## src/hdl/mwsm_pkg.sv

```systemverilog
// Shared types and constants for the multiword schoolbook multiplier.
// Used by the cell modules, the MAC, the top level and the checker.
// No dependencies.
package mwsm_pkg;

    localparam int WORD_CAP    = 16;   // product must fit 32 indexed words
    localparam int OPERAND_W   = 63;
    localparam int WBITS_W     = 6;
    localparam int MLEN_W      = 6;    // bit length of a 63-bit value
    localparam int OUT_INDEX_W = 5;
    localparam int OUT_VALUE_W = 32;
    localparam int S_TDATA_W   = 128;
    localparam int M_TDATA_W   = 40;
    localparam int CFG_INDEX_W = 1;
    localparam int CFG_DATA_W  = 63;
    localparam int W_MIN       = 4;

    localparam logic [CFG_INDEX_W-1:0] REG_WORD_BITS = 1'd0;
    localparam logic [CFG_INDEX_W-1:0] REG_MODULUS   = 1'd1;

    localparam logic [WBITS_W-1:0]   WORD_BITS_RST = 6'd8;
    localparam logic [OPERAND_W-1:0] MODULUS_RST   = {OPERAND_W{1'b1}};

    typedef enum logic [4:0] {
        S_IDLE    = 5'b00001,
        S_LOAD    = 5'b00010,
        S_MAC     = 5'b00100,
        S_EMIT_HI = 5'b01000,
        S_EMIT_LO = 5'b10000
    } mwsm_state_t;

    // control broadcast to every product cell
    typedef struct packed {
        logic load;   // shift operand words in, clear product
        logic mac;    // one multiply-accumulate step
        logic last;   // last step of a row
        logic shr;    // shift product window toward the tail
    } mwsm_cell_ctl_t;

    typedef struct packed {
        logic push;
        logic pop;
    } mwsm_stack_ctl_t;

    function automatic logic [MLEN_W-1:0] bit_length(input logic [OPERAND_W-1:0] x);
        logic [MLEN_W-1:0] n;
        n = '0;
        for (int i = 0; i < OPERAND_W; i++)
        begin
            if (x[i])
            begin
                n = MLEN_W'(i + 1);
            end
        end
        return n;
    endfunction

endpackage

```

## src/hdl/mwsm_stack_cell.sv

```systemverilog
// One cell of the low-word stack: finished low product words are pushed
// in ascending order and popped most significant first. Depends on mwsm_pkg.
module mwsm_stack_cell
    import mwsm_pkg::*;
#(
    parameter int WIDTH = 32
) (
    input  logic             clk,
    input  mwsm_stack_ctl_t  ctl,
    input  logic [WIDTH-1:0] d_up,   // cell k-1, or the pushed word
    input  logic [WIDTH-1:0] d_dn,   // cell k+1
    output logic [WIDTH-1:0] q
);

    logic [WIDTH-1:0] d_reg, d_next;

    always_comb
    begin
        d_next = d_reg;
        if (ctl.push)
        begin
            d_next = d_up;
        end
        else if (ctl.pop)
        begin
            d_next = d_dn;
        end
    end

    always_ff @(posedge clk)
    begin
        d_reg <= d_next;
    end

    assign q = d_reg;

endmodule

```

## config.mk

```make
export PLATFORM = sky130hd
export DESIGN_NAME = mwsm_stack_cell
export DESIGN_NICKNAME = d
export VERILOG_FILES = /design/src/hdl/mwsm_pkg.sv /design/src/hdl/mwsm_stack_cell.sv
export SDC_FILE = /design/constraint.sdc
export NUM_CORES = 1
export LEC_CHECK = 0
export BUFFER_PORTS_ARGS = -buffer_cell sky130_fd_sc_hd__buf_4
export CAP_MARGIN = 25
export CORE_ASPECT_RATIO = 0.8
export CORE_UTILIZATION = 35
export CTS_CLUSTER_DIAMETER = 120
export DETAILED_ROUTE_END_ITERATION = 12
export PLACE_DENSITY = 0.69
export SLEW_MARGIN = 5
export SYNTH_ARGS = -nofsm -noshare
export SYNTH_HDL_FRONTEND = slang
export SYNTH_SLANG_ARGS = --single-unit
```

## constraint.sdc

```tcl
create_clock -name clk -period 4 [get_ports clk]
set_input_delay 1 -clock clk [delete_from_list [all_inputs] [get_ports clk]]
set_output_delay 1 -clock clk [all_outputs]
set_load 0.1 [all_outputs]
```

==> results.md <==
* Crit path kind: in -> reg
* Crit path DAT at between 2000 and 2500 ps
* Via-to-Cell Ratio at 4.29
* Avg Cell Area, Syn at 21.9 um^2
* Slew headroom at 63.6%
* Pre-antenna DRT Iters at 2
* Placed insts at around 220
* PwrDens at 461 nW/um^2
* Register area share after synthesis at 63.7%
* Worst path required time at between 3000 and 4000 ps
* Setup bufs post-CTS at 0
* Via count at between 900 and 1000
* Peak supply drop at 0.000199 V
* Post-place setup slack at around 1300 ps
* Antenna Cells at 0
* H-tree depth at 2
* Syn Inst Count at 69
* CP endpoint kind: register
* Cell area after synthesis at roughly 1500 um^2
* Die width at about 75 um
* Post-DRT Antenna Nets at 0
* Layout cells sized above 1 at around 80%
* GP Congestion at roughly 0.65
* CTS max path bufs at 2
* Maxcap violations at 0
* Measured slew at the worst slew-check pin at about 550 ps
* Largest register FFs at 32
* Gr ovfl total at 0
* Initial Utilization at a little under two fifths
* Setup TNS at 0 ps
* Antenna violations before repair at 0
* # DRC at 0
* Final period util at between 60% and 70%
* Die area at ~4600 um^2
* Routed WL at a little under 3000 um
* CTS tree: done
* CP Max Fanout at 33
* Vias in the first global route at 926
* Die Y at around 61 um
* Site Rows at 20
* Area grow syn2layout at 54.3%
* Tmin final at ~2400 ps
* Area of the core at 3950 um^2
* Highest Clock Rate at slightly above 400 MHz
* Post-route cell area at roughly 2300 um^2
* Synth cell types at 6
* Synth warn at 0
* TritonCTS buffer count at 5
* Worst Setup Slack, final at approximately 1600 ps
* Status: completed
* Buffers on Ports at between 90 and 100
* Final setup fails at 0
* Placed cell areas at 2250 um^2
* First-pass GRT wire length at between 4000 and 5000 um
* Largest net degree at the start of global routing at 34
* Yosys reg bits at 32
* Worst hold path class: in -> reg
* Worst Setup Start Kind: primary input
* DR WL/cell at ~13 um
* All-Layer GR Usage at between 10% and 20%
* Finished Layout Cells at between 200 and 250
* Final Max Slew Viols at 0
* Clk pin slew, worst setup/hold paths at about 60 ps
* Post_cts resized at 0
* Final Util at 58.8%
* Unrepaired setup endpoints after global routing: false
* Clk sink count at 32
* I/O pins at 99
* Synthesized Nets at around 140
* Final hold vios at 0
* Initial drt markers at 23
* Leak at 1.09 nW
* Final-stage net count at about 240
* Root buf cell: clkbuf_8
* Cts-stage hold buffer count at 0
## power breakdown
part | internal (W) | switching [W]
logic | 0.000122 | 0.000309
registers | 0.000412 | 0.0000112
clock network | 0.000118 | 0.000101
total | 0.000652 | 0.000421
## metal layers
| layer | track usage [%] | vias up | wire (um) |
|---|---|---|---|
| li1 | - | 469 | - |
| met1 | 15.8 | 439 | 1060 |
| met2 | 22.6 | 57 | 1530 |
| met3 | 5.65 | 5 | 307 |
| met4 | 7.14 | 0 | 41 |
| met5 | 0 | - | 0 |
## path summary, 6_finish.rpt
kind	depth (start not counted)	slack (ps)	from	end
setup / recovery	3	1580	ctl[1]	q[28]
hold / removal	2	1020	d_dn[1]	q[1]
## synth_stat cells
cell	count	area [um^2]
edfxtp_1	32	961
mux2_4	29	435
buf_12	3	60.1
mux2_2	3	33.8
buf_6	1	11.3
or2_1	1	6.26
## through the flow
| step | hold WS (ps) | total power, W |
|---|---|---|
| 3_5_place_dp | 1300 | 0.000864 |
| 3_3_place_gp | 1300 | 0.000860 |
| 6_report | 1020 | 0.00107 |
| 4_1_cts | 1010 | 0.00108 |
| 5_1_grt | 1010 | 0.00112 |
| 2_1_floorplan | 1220 | 0.000758 |
## cells in the final DEF (no fill, tap or decap)
cell,synthesis,layout
clkinv_2,0,1
buf_4,0,99
edfxtp_1,32,32
clkbuf_8,0,5
mux2_4,29,29
clkbuf_1,0,1
mux2_2,3,3
or2_1,1,1
## critical path: stages
cell and delay (ps):
buf_4 450, or2_1 530, buf_4 370
## final cells by class
type                       instances  area [um^2]
timing repair buffer              99          743
clock buffer                       6         72.6
sequential                        32          961
multi-input combinational         33          475
fill                             331         1630
tap                               55         68.8
clock inverter                     1         5.00
## cell families after synthesis
| group | share of synthesized area, % |
|---|---|
| muxes | 31.1 |
| DFF | 63.7 |
| buffers and inverters | 4.73 |
| and+or+nand+nor | 0.415 |
Power figures use the tool's default switching activity.
