<file path="src/hdl/mwsm_pkg.sv">
// Shared types and constants for the multiword schoolbook multiplier.
// Used by the cell modules, the MAC, the top level and the checker.
// No dependencies.
package mwsm_pkg;

    localparam int WORD_CAP    = 16;   // product must fit 32 indexed words
    localparam int OPERAND_W   = 63;
    localparam int WBITS_W     = 6;
    localparam int MLEN_W      = 6;    // bit length of a 63-bit value
    localparam int OUT_INDEX_W = 5;
    localparam int OUT_VALUE_W = 32;
    localparam int S_TDATA_W   = 128;
    localparam int M_TDATA_W   = 40;
    localparam int CFG_INDEX_W = 1;
    localparam int CFG_DATA_W  = 63;
    localparam int W_MIN       = 4;

    localparam logic [CFG_INDEX_W-1:0] REG_WORD_BITS = 1'd0;
    localparam logic [CFG_INDEX_W-1:0] REG_MODULUS   = 1'd1;

    localparam logic [WBITS_W-1:0]   WORD_BITS_RST = 6'd8;
    localparam logic [OPERAND_W-1:0] MODULUS_RST   = {OPERAND_W{1'b1}};

    typedef enum logic [4:0] {
        S_IDLE    = 5'b00001,
        S_LOAD    = 5'b00010,
        S_MAC     = 5'b00100,
        S_EMIT_HI = 5'b01000,
        S_EMIT_LO = 5'b10000
    } mwsm_state_t;

    // control broadcast to every product cell
    typedef struct packed {
        logic load;   // shift operand words in, clear product
        logic mac;    // one multiply-accumulate step
        logic last;   // last step of a row
        logic shr;    // shift product window toward the tail
    } mwsm_cell_ctl_t;

    typedef struct packed {
        logic push;
        logic pop;
    } mwsm_stack_ctl_t;

    function automatic logic [MLEN_W-1:0] bit_length(input logic [OPERAND_W-1:0] x);
        logic [MLEN_W-1:0] n;
        n = '0;
        for (int i = 0; i < OPERAND_W; i++)
        begin
            if (x[i])
            begin
                n = MLEN_W'(i + 1);
            end
        end
        return n;
    endfunction

endpackage

</file>
<file path="src/hdl/mwsm_mac.sv">
// Word multiply-accumulate unit: p + a*b + carry, split at the word width.
// Depends on mwsm_pkg for the size of the word-width input.
// Purely combinational; sits at the head of the cell row.
module mwsm_mac
    import mwsm_pkg::*;
#(
    parameter int WIDTH = 32
) (
    input  logic [WIDTH-1:0]   a,
    input  logic [WIDTH-1:0]   b,
    input  logic [WIDTH-1:0]   p,
    input  logic [WIDTH-1:0]   carry_in,
    input  logic [WBITS_W-1:0] w,
    input  logic [WIDTH-1:0]   mask,
    output logic [WIDTH-1:0]   low,
    output logic [WIDTH-1:0]   carry_out
);

    logic [2*WIDTH-1:0] prod;
    logic [2*WIDTH-1:0] sum;
    logic [2*WIDTH-1:0] hi;

    // words are below 2^w, so the sum never exceeds 2^(2w)-1
    assign prod      = {{WIDTH{1'b0}}, a} * {{WIDTH{1'b0}}, b};
    assign sum       = prod + {{WIDTH{1'b0}}, p} + {{WIDTH{1'b0}}, carry_in};
    assign hi        = sum >> w;
    assign low       = sum[WIDTH-1:0] & mask;
    assign carry_out = hi[WIDTH-1:0];

endmodule

</file>
<file path="config.mk">
export PLATFORM = sky130hd
export DESIGN_NAME = mwsm_mac
export DESIGN_NICKNAME = d
export VERILOG_FILES = /design/src/hdl/mwsm_pkg.sv /design/src/hdl/mwsm_mac.sv
export SDC_FILE = /design/constraint.sdc
export NUM_CORES = 2
export LEC_CHECK = 0
export BUFFER_PORTS_ARGS = -buffer_cell sky130_fd_sc_hd__buf_2
export CORE_ASPECT_RATIO = 1.5
export CORE_MARGIN = 1
export CORE_UTILIZATION = 66
export DETAILED_ROUTE_END_ITERATION = 10
export MAX_ROUTING_LAYER = met4
export PLACE_DENSITY = 0.9
export SLEW_MARGIN = 10
export SYNTH_ARGS = -nofsm -noshare
export SYNTH_HDL_FRONTEND = slang
export SYNTH_SLANG_ARGS = --single-unit
</file>
<file path="constraint.sdc">
create_clock -name vclk -period 16.4
set_input_delay 3.28 -clock vclk [all_inputs]
set_output_delay 3.28 -clock vclk [all_outputs]
set_load 0.05 [all_outputs]
</file>
==> impl_results.md <==
* Pre-antenna DRT Iters at 11
* Violated checks: design-rule violations
* Final setup TNS at 0 ns
* Cell Area, Placed at 42,700 um2
* Antenna-violating nets left at 0
* Vias per std cell at 6.42
* Total gr overflow at 0
* Clkbuf count at 0
* Post-route DRC violation count at 22
* Leading area contributor after synthesis: fa_1
* Initial DRC count at 3,486
* Slowest stage cell, crit path: a2111oi_0
* Post-synthesis simple-gate area fraction at 20.0%
* Seq/Total Area, Yosys at 0%
* Hold Path Class: input port to output port
* Layout Area Growth over Synthesis at 3.16%
* Mean post-synth cell area at 8.52 um2
* Row cnt at 112
* Crit Path Max Fanout at 32
* YS warnings at 0
* CP Class: input port to output port
* RSZ-0062 raised after global routing: false
* Crit path largest cell delay at 0.85 ns
* Slew margin rel. at 18.2%
* Most numerous cell in the Yosys netlist: fa_1
* Top delay family on crit path: adder cells
* Reg area at 0 um2
* Initial core utilization at 66.7%
* Post-Synth XOR/XNOR Area at 1.01%
* Fin crit share at 98.8%
* Largest net degree at the start of global routing at 67
* Final Critical Period at 16.20 ns
* Post-DP HPWL at 115,000 um
* Antenna violations before repair at 13
* Vias in the first global route at 40,200
* Post-synthesis adder-cell area fraction at 54.7%
* Placed Cells incl. Taps at 5,639
* Top Ports at 230
* F_max at 61.7 MHz
* WP data arrival at 12.92 ns
* Placer congestion estimate at 1.13
* WP data required at 13.12 ns
* Num sequential at 0
* Die Area at 63,800 um2
* Slew Viols, Final at 0
* Crit. End Element: output port
* Gr usage total at 47.3%
* Multiplexer area fraction after synthesis at 2.41%
* Nets@finish at 6,245
* Die Y at 309 um
* Final wirelength at 140,000 um
* Wire length per cell at 24.8 um
* Post-synthesis instance area at 41,400 um2
* IO buf count at 230
* Main combinational cell family by area after synthesis: adder cells
* Hold violation count in the final report at 0
* Synth Instances at 4,862
* # setup viols final at 0
* Worst Setup Start Kind: input port
* Syn_nets at 6,263
* Core Region at 62,100 um2
* Compound-gate portion of the synthesized area at 10.1%
* Max-cap violations at 0
* Cell Count, Final, Fillers Out at 5,655
* Die Width at 207 um
* Share of layout cells above drive strength 1 at 7.54%
* Status: finished, violations left
* Commonest cells in the netlist: fa_1, inv_1, and2_1, nand2_1, ha_1
* Synth top area share at 46.4%
* Vias at 36,300
* Final Instance Area at 42,700 um2
* Slew @ Worst Pin at 1.22 ns
* CP bufs+invs at 8
* Most used cell, CP: fa_1
* Hold buffers post-CTS at 0
* First-pass GRT wire length at 220,000 um
* Ranking of synthesized cells by area: fa_1, and2_1, inv_1, ha_1, nand2_1
* Unique masters post-synth at 103
-- cell families after synthesis --
family | count (synthesis)
AOI/OAI and AO/OA | 601
muxes | 93
adders and majority gates | 1235
and+or+nand+nor | 1635
xor gates and xnor gates | 46
buffers and inverters | 1252
-- through the flow --
| step | worst slack (ns) | hold slack (ns) | utilization (%) |
|---|---|---|---|
| after detailed placement | 0.537 | 6.92 | 68.7 |
| after floorplan | 1.47 | 6.78 | - |
| final | 0.200 | 6.93 | 68.8 |
| after global placement | 0.616 | 6.92 | 68.7 |
| after global routing | 0.00475 | 6.95 | 68.8 |
| after CTS | 0.501 | 6.93 | 68.7 |
-- final cells by class --
class              count  area [um2]
multi-input cells   3610       36600
inverters            948        3560
well taps            798         998
repair buffers       284        1560
diodes                15        37.5
fillers             4507       19400
-- cell usage in the layout (no fill, tap or decap), types with 17 or more instances in the layout --
master    netlist  routed
a21oi_1       125     125
nor2_1        171     171
buf_4          14      54
buf_2          27     230
mux2_2         22      22
nor3_1         45      45
nand3_1        41      41
nand4_1        47      47
o31ai_1        17      17
ha_1          276     276
o21ai_1        29      29
o22ai_1        18      18
a21o_1         28      28
o21a_1         24      24
fa_1          959     959
a31oi_1        22      22
xnor2_1        29      29
nand2_1       590     590
o211ai_1       34      34
a211oi_1       35      35
mux2i_1        67      67
inv_1         943     942
o21ai_0        74      74
and2_1        645     645
-- repair_timing --
item / 4_1_cts / 5_1_grt
endpoints found under the hold margin: 0 / 0
setup buffers: 0 / 1
gates resized for setup: 0 / 1
setup endpoints to repair: 0 / 5
-- per-layer routing --
| layer | share of wire, % | up-vias | GRT usage, % |
|---|---|---|---|
| met2 | 48 | 2714 | 75.1 |
| met1 | 31 | 17700 | 49.1 |
| li1 | - | 15000 | - |
| met4 | 10 | 0 | 38.5 |
| met5 | 0 | - | - |
| met3 | 11 | 944 | 12.3 |
-- worst paths after layout --
path	to	cells after the start	from	slack (ns)
setup / recovery	carry_out[3]	30	a[17]	0.20
hold / removal	low[30]	4	mask[30]	6.93
-- tightest hold or removal path, cell delays in order --
cell and delay (ns):
buf_2 0.09, inv_1 0.04, nor2_1 0.03, buf_2 0.20
