`config.mk`:
```
export PLATFORM = sky130hd
export DESIGN_NAME = mwsm_cell
export DESIGN_NICKNAME = d
export VERILOG_FILES = /design/src/hdl/mwsm_pkg.sv /design/src/hdl/mwsm_cell.sv
export SDC_FILE = /design/constraint.sdc
export NUM_CORES = 1
export LEC_CHECK = 0
export ABC_AREA = 0
export BUFFER_PORTS_ARGS = -buffer_cell sky130_fd_sc_hd__buf_2
export CORE_AREA = 2 2 139 141
export DETAILED_ROUTE_END_ITERATION = 7
export DIE_AREA = 0 0 141 143
export SLEW_MARGIN = 10
export SYNTH_ARGS = -nofsm -noshare
export SYNTH_HDL_FRONTEND = slang
export SYNTH_SLANG_ARGS = --single-unit
```
`constraint.sdc`:
```
create_clock -name clk -period 2.6 [get_ports clk]
set_input_delay 0.26 -clock clk [delete_from_list [all_inputs] [get_ports clk]]
set_output_delay 0.26 -clock clk [all_outputs]
set_load 0.005 [all_outputs]
```
`src/hdl/mwsm_pkg.sv`:
```
// Shared types and constants for the multiword schoolbook multiplier.
// Used by the cell modules, the MAC, the top level and the checker.
// No dependencies.
package mwsm_pkg;

    localparam int WORD_CAP    = 16;   // product must fit 32 indexed words
    localparam int OPERAND_W   = 63;
    localparam int WBITS_W     = 6;
    localparam int MLEN_W      = 6;    // bit length of a 63-bit value
    localparam int OUT_INDEX_W = 5;
    localparam int OUT_VALUE_W = 32;
    localparam int S_TDATA_W   = 128;
    localparam int M_TDATA_W   = 40;
    localparam int CFG_INDEX_W = 1;
    localparam int CFG_DATA_W  = 63;
    localparam int W_MIN       = 4;

    localparam logic [CFG_INDEX_W-1:0] REG_WORD_BITS = 1'd0;
    localparam logic [CFG_INDEX_W-1:0] REG_MODULUS   = 1'd1;

    localparam logic [WBITS_W-1:0]   WORD_BITS_RST = 6'd8;
    localparam logic [OPERAND_W-1:0] MODULUS_RST   = {OPERAND_W{1'b1}};

    typedef enum logic [4:0] {
        S_IDLE    = 5'b00001,
        S_LOAD    = 5'b00010,
        S_MAC     = 5'b00100,
        S_EMIT_HI = 5'b01000,
        S_EMIT_LO = 5'b10000
    } mwsm_state_t;

    // control broadcast to every product cell
    typedef struct packed {
        logic load;   // shift operand words in, clear product
        logic mac;    // one multiply-accumulate step
        logic last;   // last step of a row
        logic shr;    // shift product window toward the tail
    } mwsm_cell_ctl_t;

    typedef struct packed {
        logic push;
        logic pop;
    } mwsm_stack_ctl_t;

    function automatic logic [MLEN_W-1:0] bit_length(input logic [OPERAND_W-1:0] x);
        logic [MLEN_W-1:0] n;
        n = '0;
        for (int i = 0; i < OPERAND_W; i++)
        begin
            if (x[i])
            begin
                n = MLEN_W'(i + 1);
            end
        end
        return n;
    endfunction

endpackage

```
`src/hdl/mwsm_cell.sv`:
```
// One cell of the multiplier row: holds one A word, one B word and one
// product word, and trades them with its neighbors. Depends on mwsm_pkg.
module mwsm_cell
    import mwsm_pkg::*;
#(
    parameter int WIDTH = 32
) (
    input  logic           clk,
    input  mwsm_cell_ctl_t ctl,
    input  logic           is_tail,   // cell t-1
    input  logic           is_pre,    // cell t-2
    input  logic [WIDTH-1:0] a_nb,    // from the cell above (or load word)
    input  logic [WIDTH-1:0] b_nb,
    input  logic [WIDTH-1:0] b_head,  // cell 0, for the B ring wrap
    input  logic [WIDTH-1:0] p_nb1,   // cell k+1
    input  logic [WIDTH-1:0] p_nb2,   // cell k+2
    input  logic [WIDTH-1:0] p_lo,    // cell k-1
    input  logic [WIDTH-1:0] low,
    input  logic [WIDTH-1:0] carry,
    output logic [WIDTH-1:0] a_q,
    output logic [WIDTH-1:0] b_q,
    output logic [WIDTH-1:0] p_q
);

    logic [WIDTH-1:0] a_reg, a_next;
    logic [WIDTH-1:0] b_reg, b_next;
    logic [WIDTH-1:0] p_reg, p_next;

    always_comb
    begin
        a_next = a_reg;
        b_next = b_reg;
        p_next = p_reg;
        if (ctl.load)
        begin
            a_next = a_nb;
            b_next = b_nb;
            p_next = '0;
        end
        else if (ctl.mac)
        begin
            b_next = is_tail ? b_head : b_nb;
            if (ctl.last)
            begin
                // row end: A advances; window drops two slots and
                // takes the final low word and the carry at the tail
                a_next = a_nb;
                p_next = is_tail ? carry : (is_pre ? low : p_nb2);
            end
            else
            begin
                p_next = is_tail ? low : p_nb1;
            end
        end
        else if (ctl.shr)
        begin
            p_next = p_lo;
        end
    end

    always_ff @(posedge clk)
    begin
        a_reg <= a_next;
        b_reg <= b_next;
        p_reg <= p_next;
    end

    assign a_q = a_reg;
    assign b_q = b_reg;
    assign p_q = p_reg;

endmodule

```
==> flow_summary.json, run 1 <==
{
  "clock_path_buffers": 2,
  "hold_class": "input pin to flop",
  "area_growth_pct": 40.15,
  "gp_congestion": 0.7700,
  "async_flop_share_pct": 0,
  "die_h_um": 143,
  "seqCellArea_mm2": 0.002562,
  "worst_pin_slew_ps": 778.3,
  "num_io_pins": 359,
  "initial_core_util_pct": 29.77,
  "vias": 4475,
  "final-hold-violation-count": 0,
  "clock-sinks": 96,
  "cpPeakStageDelay_ps": 710,
  "drive_above_1_share_pct": 64.96,
  "syn_area_mm2": 0.005532,
  "ctsHoldBuffers": 0,
  "synth_edf_count": 64,
  "track_usage_pct": 15.51,
  "cp_max_fo": 32,
  "htree_levels": 3,
  "fp-row-count": 50,
  "synth_nets": 658,
  "cp-end-kind": "flop",
  "fin_nets": 1000,
  "vdd_drop_max_mv": 0.2644,
  "grt_setup_unrepaired": "false",
  "ys_types": 22,
  "antenna_found_initial": 2,
  "fill_cells": 1805,
  "synth_top_family_by_area": "multiplexers",
  "drc": 0,
  "fmax_mhz": 734.2,
  "skew_ps": 0,
  "yosys_register_bits": 96,
  "syn-mean-instance-area_um2": 14.00,
  "grt.overflow.total": 0,
  "place_inst": 960,
  "netlist_top_cells_area": "edfxtp_1, mux2_4, dfxtp_1",
  "synth-simple-area-share_pct": 4.366,
  "slew_viol_final": 0,
  "rr_worst_depth": 3,
  "die_w_um": 141,
  "insertion_delay_ps": 350,
  "crit_type": "input pin to flop",
  "clkTransAtPathRegs_ps": 80,
  "r2r_setup_slack_ps": 1770,
  "reg2reg_from": "p_q[3]$_SDFFE_PP0P_",
  "cp.depth": 2,
  "arrival_ps": 1340,
  "synth_compound_area_share_pct": 15.02,
  "slowest_stage": "or2_2",
  "synth-main-ff-cell": "edfxtp_1",
  "leakagePower_nw": 3.722,
  "place_area_mm2": 0.007430,
  "cap_violations": 0,
  "period_minus_slack_ps": 1362,
  "crit_path_end": "b_q[20]$_DFFE_PP_",
  "grt_pass1_wl_um": 23980,
  "post_cts_buffers": 0,
  "multi_input_comb_area_mm2": 0.002660,
  "design_area_mm2": 0.007752,
  "yosysSeqAreaShare_pct": 46.32,
  "grt_pass1_vias": 4439,
  "setup_viol": 0,
  "power_density_mw_per_mm2": 532.0,
  "wl_per_cell_um": 17.12,
  "post_cts_resized": 0,
  "firstDrtPassIters": 4,
  "cts_tree": "yes",
  "viasPerCell": 4.580,
  "port_buffers": 358,
  "critPathBufInv": 1,
  "synth_adder_area_share_pct": 0,
  "post-route-period-util_pct": 52.39,
  "cts_buffers": 9,
  "final_cells": 977,
  "setup.worst_path.start": "ctl[3]",
  "die-area_mm2": 0.02016,
  "final_antenna_net_count": 0,
  "finalPower_mw": 4.124,
  "grt_start_max_net_pins": 76,
  "slew_headroom_pct": 48.11,
  "dp_hpwl_um": 12860,
  "cp-start-kind": "input pin",
  "required_ps": 2570,
  "fin_hold_ws_ps": 78.20,
  "cp_cell_sequence": "buf_2 > or2_2",
  "synthCells": 395,
  "clockRootBuffer": "clkbuf_16",
  "yosys.area.top_type_share_pct": 34.74,
  "synth-xor-area-share_pct": 0,
  "totalWireLength_um": 16730,
  "reg2reg_to": "p_q[3]$_SDFFE_PP0P_",
  "fp.coreArea_mm2": 0.01858,
  "synthTopCellsByCount": "edfxtp_1, mux2i_1, mux2_4",
  "muxShareOfSynthArea_pct": 28.68,
  "status": "finished, final reports clean",
  "yosysWarnings": 0,
  "synth.largest_area_cell": "edfxtp_1",
  "setup_tns_ps": 0,
  "path_delay_family": "simple AND/OR/NAND/NOR gates",
  "drt-initial-drc-count": 137
}
registers in the layout, summed over array words and instances (netlist names):
name	flops
a_q	32
p_q	32
b_q	32
routing by layer:
metal / vias to the layer above / global-route usage (%) / share of wire (%) / wire length [µm]
met3: 24 / 4.292 / 6.9 / 1151
met4: 2 / 5.474 / 1.9 / 324
met2: 204 / 28.22 / 52 / 8652
met1: 2044 / 17.45 / 39 / 6584
li1: 2201 / - / - / -
met5: - / 0 / 0.078 / 13
through the flow:
| step | util [%] | worst slack, ps |
|---|---|---|
| 2_1_floorplan | - | 634.2 |
| 3_3_place_gp | 39.99 | 855.3 |
| 3_5_place_dp | 39.99 | 813.2 |
| 4_1_cts | 41.71 | 1189 |
| 5_1_grt | 41.72 | 1165 |
| 6_report | 41.72 | 1238 |
cell usage in the layout (no fill, tap or decap), drive strengths merged:
cell type  netlist  final
buf             27    369
mux2i           64     64
edfxtp          64     64
mux2            64     64
o22a            32     32
a21oi           32     32
dfxtp           32     32
o211ai          32     32
nand2b          31     31
clkbuf          11      9
inv              0      4
or2b             2      2
or2              2      2
clkinv           0      2
diode            0      1
nor2b            1      1
and2             1      1
bufinv           0      1
cell families (layout without fill, tap and decap cells):
| kind of cell | count (synthesis) | in the layout |
|---|---|---|
| multiplexers | 128 | 128 |
| AO/OA/AOI/OAI | 96 | 96 |
| flip-flops | 96 | 96 |
| buffers and inverters | 38 | 385 |
| AND/OR/NAND/NOR | 37 | 37 |
| other | 0 | 1 |
area by class of cell:
| type | instances | area share [%] |
|---|---|---|
| antenna | 1 | 0.03228 |
| clock buffer | 9 | 2.905 |
| clock inverter | 7 | 1.227 |
| multi-input combinational | 261 | 34.31 |
| sequential | 96 | 33.05 |
| tap | 234 | 3.777 |
| timing repair buffer | 369 | 24.69 |
worst min path at each step:
| stage | slack [ps] | to | depth (start not counted) | from |
|---|---|---|---|---|
| after floorplan | 360 | a_q[0]$_DFFE_PP_ | 0 | a_nb[0] |
| after global routing | 60 | a_q[12]$_DFFE_PP_ | 1 | a_nb[12] |
| final | 80 | a_q[28]$_DFFE_PP_ | 1 | a_nb[28] |
| after global placement | 440 | a_q[20]$_DFFE_PP_ | 1 | a_nb[20] |
| after CTS | 60 | a_q[28]$_DFFE_PP_ | 1 | a_nb[28] |
| after detailed placement | 440 | a_q[19]$_DFFE_PP_ | 1 | a_nb[19] |
power breakdown:
part,internal (mW),switching [mW]
clock network,0.777,0.657
registers,1.79,0.0456
logic,0.484,0.373
total,3.05,1.08
Note: power is estimated with default switching activity, not from simulation.
==> run 2, diff against run 1 <==
Settings changed: CORE_AREA 2 2 139 141 to 2 2 138 140, DIE_AREA 0 0 141 143 to 0 0 140 142.
Clock period 2.6 ns to 1.2 ns, I/O delays scaled along.
==> flow_summary.json, run 2 (synthesis results as in run 1) <==
{
  "status": "finished with violations",
  "violations": "DRC",
  "skew_ps": 0,
  "fin_nets": 1050,
  "final-hold-violation-count": 0,
  "cts_tree": "yes",
  "area_growth_pct": 51.32,
  "path_delay_family": "flip-flops",
  "antenna_found_initial": 0,
  "ctsHoldBuffers": 32,
  "fp.coreArea_mm2": 0.01846,
  "arrival_ps": 880,
  "leakagePower_nw": 4.004,
  "period_minus_slack_ps": 1002,
  "layout_commonest_cell": "buf_2",
  "firstDrtPassIters": 8,
  "multi_input_comb_area_mm2": 0.002666,
  "totalWireLength_um": 17150,
  "die_h_um": 142,
  "port_buffers": 358,
  "place_inst": 978,
  "grt.overflow.total": 0,
  "setup_tns_ps": 0,
  "final_cell_mix": "buf_2, mux2i_1, edfxtp_1, mux2_4",
  "initial_core_util_pct": 29.97,
  "clock-sinks": 96,
  "fin_hold_ws_ps": 67.68,
  "die_w_um": 140,
  "power_density_mw_per_mm2": 1109,
  "vdd_drop_max_mv": 0.5807,
  "cp_cell_sequence": "buf_2",
  "cp-start-kind": "flop",
  "cp-end-kind": "primary output",
  "grt_setup_unrepaired": "false",
  "dp_hpwl_um": 12880,
  "clockRootBuffer": "clkbuf_16",
  "setup_viol": 0,
  "fp-row-count": 50,
  "seqCellArea_mm2": 0.002562,
  "fill_cells": 1706,
  "post-route-period-util_pct": 83.48,
  "post_cts_resized": 0,
  "post_cts_buffers": 0,
  "cp_max_fo": 1,
  "fin_util_pct": 45.36,
  "clock_path_buffers": 2,
  "cts_buffers": 9,
  "cpPeakStageDelay_ps": 400,
  "insertion_delay_ps": 350,
  "final_cells": 1026,
  "critPathBufInv": 1,
  "required_ps": 1080,
  "slowest_stage": "edfxtp_1",
  "viasPerCell": 4.565,
  "crit_type": "flop to primary output",
  "vias": 4684,
  "slew_headroom_pct": 69.64,
  "gp_congestion": 0.7760,
  "final_antenna_net_count": 0,
  "slew_viol_final": 0,
  "antenna_cells": 0,
  "cap_violations": 0,
  "drive_above_1_share_pct": 63.13,
  "grt_start_max_net_pins": 33,
  "grt_pass1_vias": 4736,
  "wl_per_cell_um": 16.71,
  "fmax_mhz": 998.3,
  "htree_levels": 3,
  "clkTransAtPathRegs_ps": 70,
  "drc": 25,
  "hold_class": "input pin to flop",
  "num_io_pins": 359,
  "drt-initial-drc-count": 170,
  "worst_pin_slew_ps": 455.4,
  "grt_pass1_wl_um": 25250,
  "track_usage_pct": 16.42,
  "die-area_mm2": 0.01988
}
## run 2: final timing paths
| kind | slack (ps) | to | depth (start not counted) | startpoint |
|---|---|---|---|---|
| max | 200 | b_q[27] | 1 | b_q[27]$_DFFE_PP_ |
| min | 70 | b_q[11]$_DFFE_PP_ | 2 | b_nb[11] |
| max reg2reg | 390 | p_q[13]$_SDFFE_PP0P_ | 3 | p_q[13]$_SDFFE_PP0P_ |
| min reg2reg | 660 | p_q[22]$_SDFFE_PP0P_ | 3 | p_q[22]$_SDFFE_PP0P_ |
## run 2: report_power, final
group,total (mW),internal (mW),switching (mW)
logic,2.06,1.21,0.848
registers,3.96,3.87,0.0921
clock network,3.26,1.87,1.39
total,9.28,6.96,2.33
## run 2: routing by layer
layer / up-vias / global-route usage, % / wire, µm
li1: 2297 / - / -
met1: 2157 / 19.17 / 6894
met2: 207 / 29.69 / 8781
met3: 23 / 3.903 / 1147
met4: 0 / 5.529 / 325
met5: - / 0 / 0
## run 2: layout make-up
cell class | count | share of cell area (%)
flip-flops and latches | 96 | 30.61
clock buffers | 10 | 2.735
well taps | 234 | 3.498
repair buffers | 419 | 30.10
multi-input cells | 261 | 31.85
clock inverters | 6 | 1.196
## run 2: per-stage QoR
stage	setup WS [ps]	instance area, µm²	power (mW)
2_1_floorplan	-71.33	5557	5.059
3_3_place_gp	-28.86	7721	6.016
3_5_place_dp	-49.94	7721	6.031
4_1_cts	155.8	8371	9.424
5_1_grt	141.8	8371	9.710
6_report	198.3	8371	9.284
## run 2: worst register-to-register path, delay by kind of cell, from the launching register on
kind           cells  cell delay, ps
multiplexers       1              70
AO/OA/AOI/OAI      2             320
flip-flops         1             350
==> run 3, diff against run 2 <==
Settings changed: ABC_AREA 0 to 1, CORE_AREA 2 2 138 140 to 2 2 141 143, DIE_AREA 0 0 140 142 to 0 0 143 145.
Clock period 1.2 ns to 0.8 ns, I/O delays scaled along.
==> flow_summary.json, run 3 <==
{
  "worst_pin_slew_ps": 312.2,
  "syn_area_mm2": 0.005325,
  "rr_worst_depth": 3,
  "cp_cell_sequence": "buf_2",
  "comb_power_share_pct": 24.8,
  "synth_edf_count": 64,
  "layout_commonest_cell": "buf_2",
  "cp.depth": 1,
  "hold_class": "input pin to flop",
  "setup_viol": 96,
  "hold_path.startpoint": "b_nb[30]",
  "reg2reg_from": "p_q[21]$_SDFFE_PP0P_",
  "synth_nets": 959,
  "switching_share_pct": 27.64,
  "grt_pass1_wl_um": 30990,
  "grt_pass1_vias": 5914,
  "grt_start_max_net_pins": 34,
  "final_cell_mix": "buf_2, nand2_1, nor2_1, nand3_1, edfxtp_1",
  "cp_max_fo": 1,
  "violations": "setup timing",
  "fin_hold_ws_ps": 24.83,
  "cpPeakStageDelay_ps": 410,
  "cts_buffers": 9,
  "cts_tree": "yes",
  "clkPwrFrac_pct": 32.8,
  "port_buffers": 358,
  "cap_violations": 0,
  "final-hold-violation-count": 0,
  "num_io_pins": 359,
  "yosysSeqAreaShare_pct": 48.12,
  "async_flop_share_pct": 0,
  "dp_hpwl_um": 16020,
  "synthCells": 696,
  "die-area_mm2": 0.02074,
  "worst_slack_ps": -196.9,
  "critPathBufInv": 1,
  "final_antenna_net_count": 0,
  "crit_type": "flop to primary output",
  "drc": 0,
  "post-route-period-util_pct": 124.6,
  "fin_nets": 1373,
  "switching_power_mw": 3.922,
  "clock-sinks": 96,
  "slew_headroom_pct": 79.19,
  "die_h_um": 145,
  "cp-end-kind": "primary output",
  "drive_above_1_share_pct": 46.19,
  "leakagePower_nw": 4.518,
  "synth.most_common_cell": "nand2_1",
  "antenna_found_initial": 2,
  "design_area_mm2": 0.008931,
  "yosys.area.top_type_share_pct": 36.09,
  "vdd_drop_max_mv": 1.032,
  "synth-main-ff-cell": "edfxtp_1",
  "wl_per_cell_um": 15.19,
  "status": "finished with violations",
  "drt-initial-drc-count": 248,
  "period_minus_slack_ps": 996.9,
  "fmax_mhz": 1003,
  "vias": 6105,
  "fp.coreArea_mm2": 0.01921,
  "place_area_mm2": 0.007938,
  "yosysWarnings": 0,
  "grt_setup_unrepaired": "true",
  "setup.worst_path.start": "b_q[0]$_DFFE_PP_",
  "slowest_stage": "edfxtp_1",
  "viasPerCell": 4.418,
  "skew_ps": 0,
  "insertion_delay_ps": 340,
  "clock_path_buffers": 2,
  "seq_power_share_pct": 42.4,
  "initial_core_util_pct": 27.72,
  "setup_tns_ps": -10520,
  "area_growth_pct": 67.72,
  "die_w_um": 143,
  "netlist_top_cells_area": "edfxtp_1, nand2_1, dfxtp_1",
  "intPower_mw": 10.27,
  "gp_congestion": 0.8285,
  "holdPathStages": 2,
  "synth.largest_area_cell": "edfxtp_1",
  "ys_types": 20,
  "slew_viol_final": 0,
  "syn-mean-instance-area_um2": 7.651,
  "cp-start-kind": "flop",
  "fp-row-count": 51,
  "firstDrtPassIters": 6,
  "path_delay_family": "flip-flops",
  "synthTopCellsByCount": "nand2_1, nor2_1, edfxtp_1, nand3_1, dfxtp_1",
  "track_usage_pct": 19.26,
  "power_density_mw_per_mm2": 1589,
  "clkTransAtPathRegs_ps": 80,
  "yosys_register_bits": 96,
  "grt.overflow.total": 0,
  "dp_slack_ps": -444.6,
  "htree_levels": 3,
  "clockRootBuffer": "clkbuf_16",
  "arrival_ps": 920,
  "totalWireLength_um": 21000,
  "required_ps": 720
}
-- run 3: changes by cell type in the layout (fill, tap and decap cells not counted), moves of 31 or more --
cell and change:
nand2_1 +288, nor2_1 +127, mux2i_1 -64, nand3_1 +64, dfxtp_1 -32, dfxtp_2 +32
o22a_1 -32, nand2b_1 -31
-- run 3: repair_timing --
action | 4_1_cts | 5_1_grt
gates cloned | 0 | 3
hold buffers | 32 | 0
endpoints found under the setup margin | 144 | 121
buffers inserted | 1 | 2
resized for setup | 58 | 11
pin swaps | 0 | 1
hold endpoints to repair | 32 | 0
-- run 3: final cells by class --
class                           instances  area (µm²)
Clock inverter                          7       95.09
Antenna cell                            2       5.005
Tap cell                              265       331.6
Clock buffer                            9       225.2
Timing Repair Buffer                  450        3028
Fill cell                            1908       10280
Inverter                                4       35.03
Multi-Input combinational cell        549        2609
Sequential cell                        96        2603
-- run 3: logic make-up after synthesis --
group | after synthesis | synth area share (%)
buffers and inverters | 51 | 5.639
DFF | 96 | 48.12
and+or+nand+nor | 485 | 35.83
AOI/OAI and AO/OA | 32 | 3.642
muxes | 32 | 6.767
-- run 3: final timing paths --
path	endpoint	slack, ps
worst min register to register	p_q[31]$_SDFFE_PP0P_	470
worst max register to register	p_q[21]$_SDFFE_PP0P_	130
worst max-delay path	b_q[0]	-200
worst min-delay path	b_q[30]$_DFFE_PP_	20
-- run 3: through the flow --
| step | util [%] | power (mW) | cells |
|---|---|---|---|
| 6_report | 46.50 | 14.19 | 1382 |
| 3_5_place_dp | 41.33 | 9.263 | 1326 |
| 3_3_place_gp | 41.33 | 9.222 | 1326 |
| 5_1_grt | 46.50 | 14.92 | 1382 |
| 4_1_cts | 45.70 | 14.27 | 1375 |
| 2_1_floorplan | - | 7.556 | 696 |
-- run 3: power by group through the flow --
stage	clock network, mW	logic, mW	registers, mW
after floorplan	0	1.42	6.14
after global placement	0	3.16	6.06
after detailed placement	0	3.19	6.08
after CTS	4.82	3.44	6.02
after global routing	4.98	3.87	6.07
final	4.66	3.51	6.02
-- run 3: layer usage --
| layer | vias up | share of wire, % | global-route usage [%] |
|---|---|---|---|
| met2 | 259 | 49 | 33.40 |
| met1 | 2745 | 42 | 23.52 |
| met4 | 0 | 1.9 | 6.089 |
| met3 | 25 | 6.8 | 4.323 |
| li1 | 3076 | - | - |
| met5 | - | 0 | 0 |
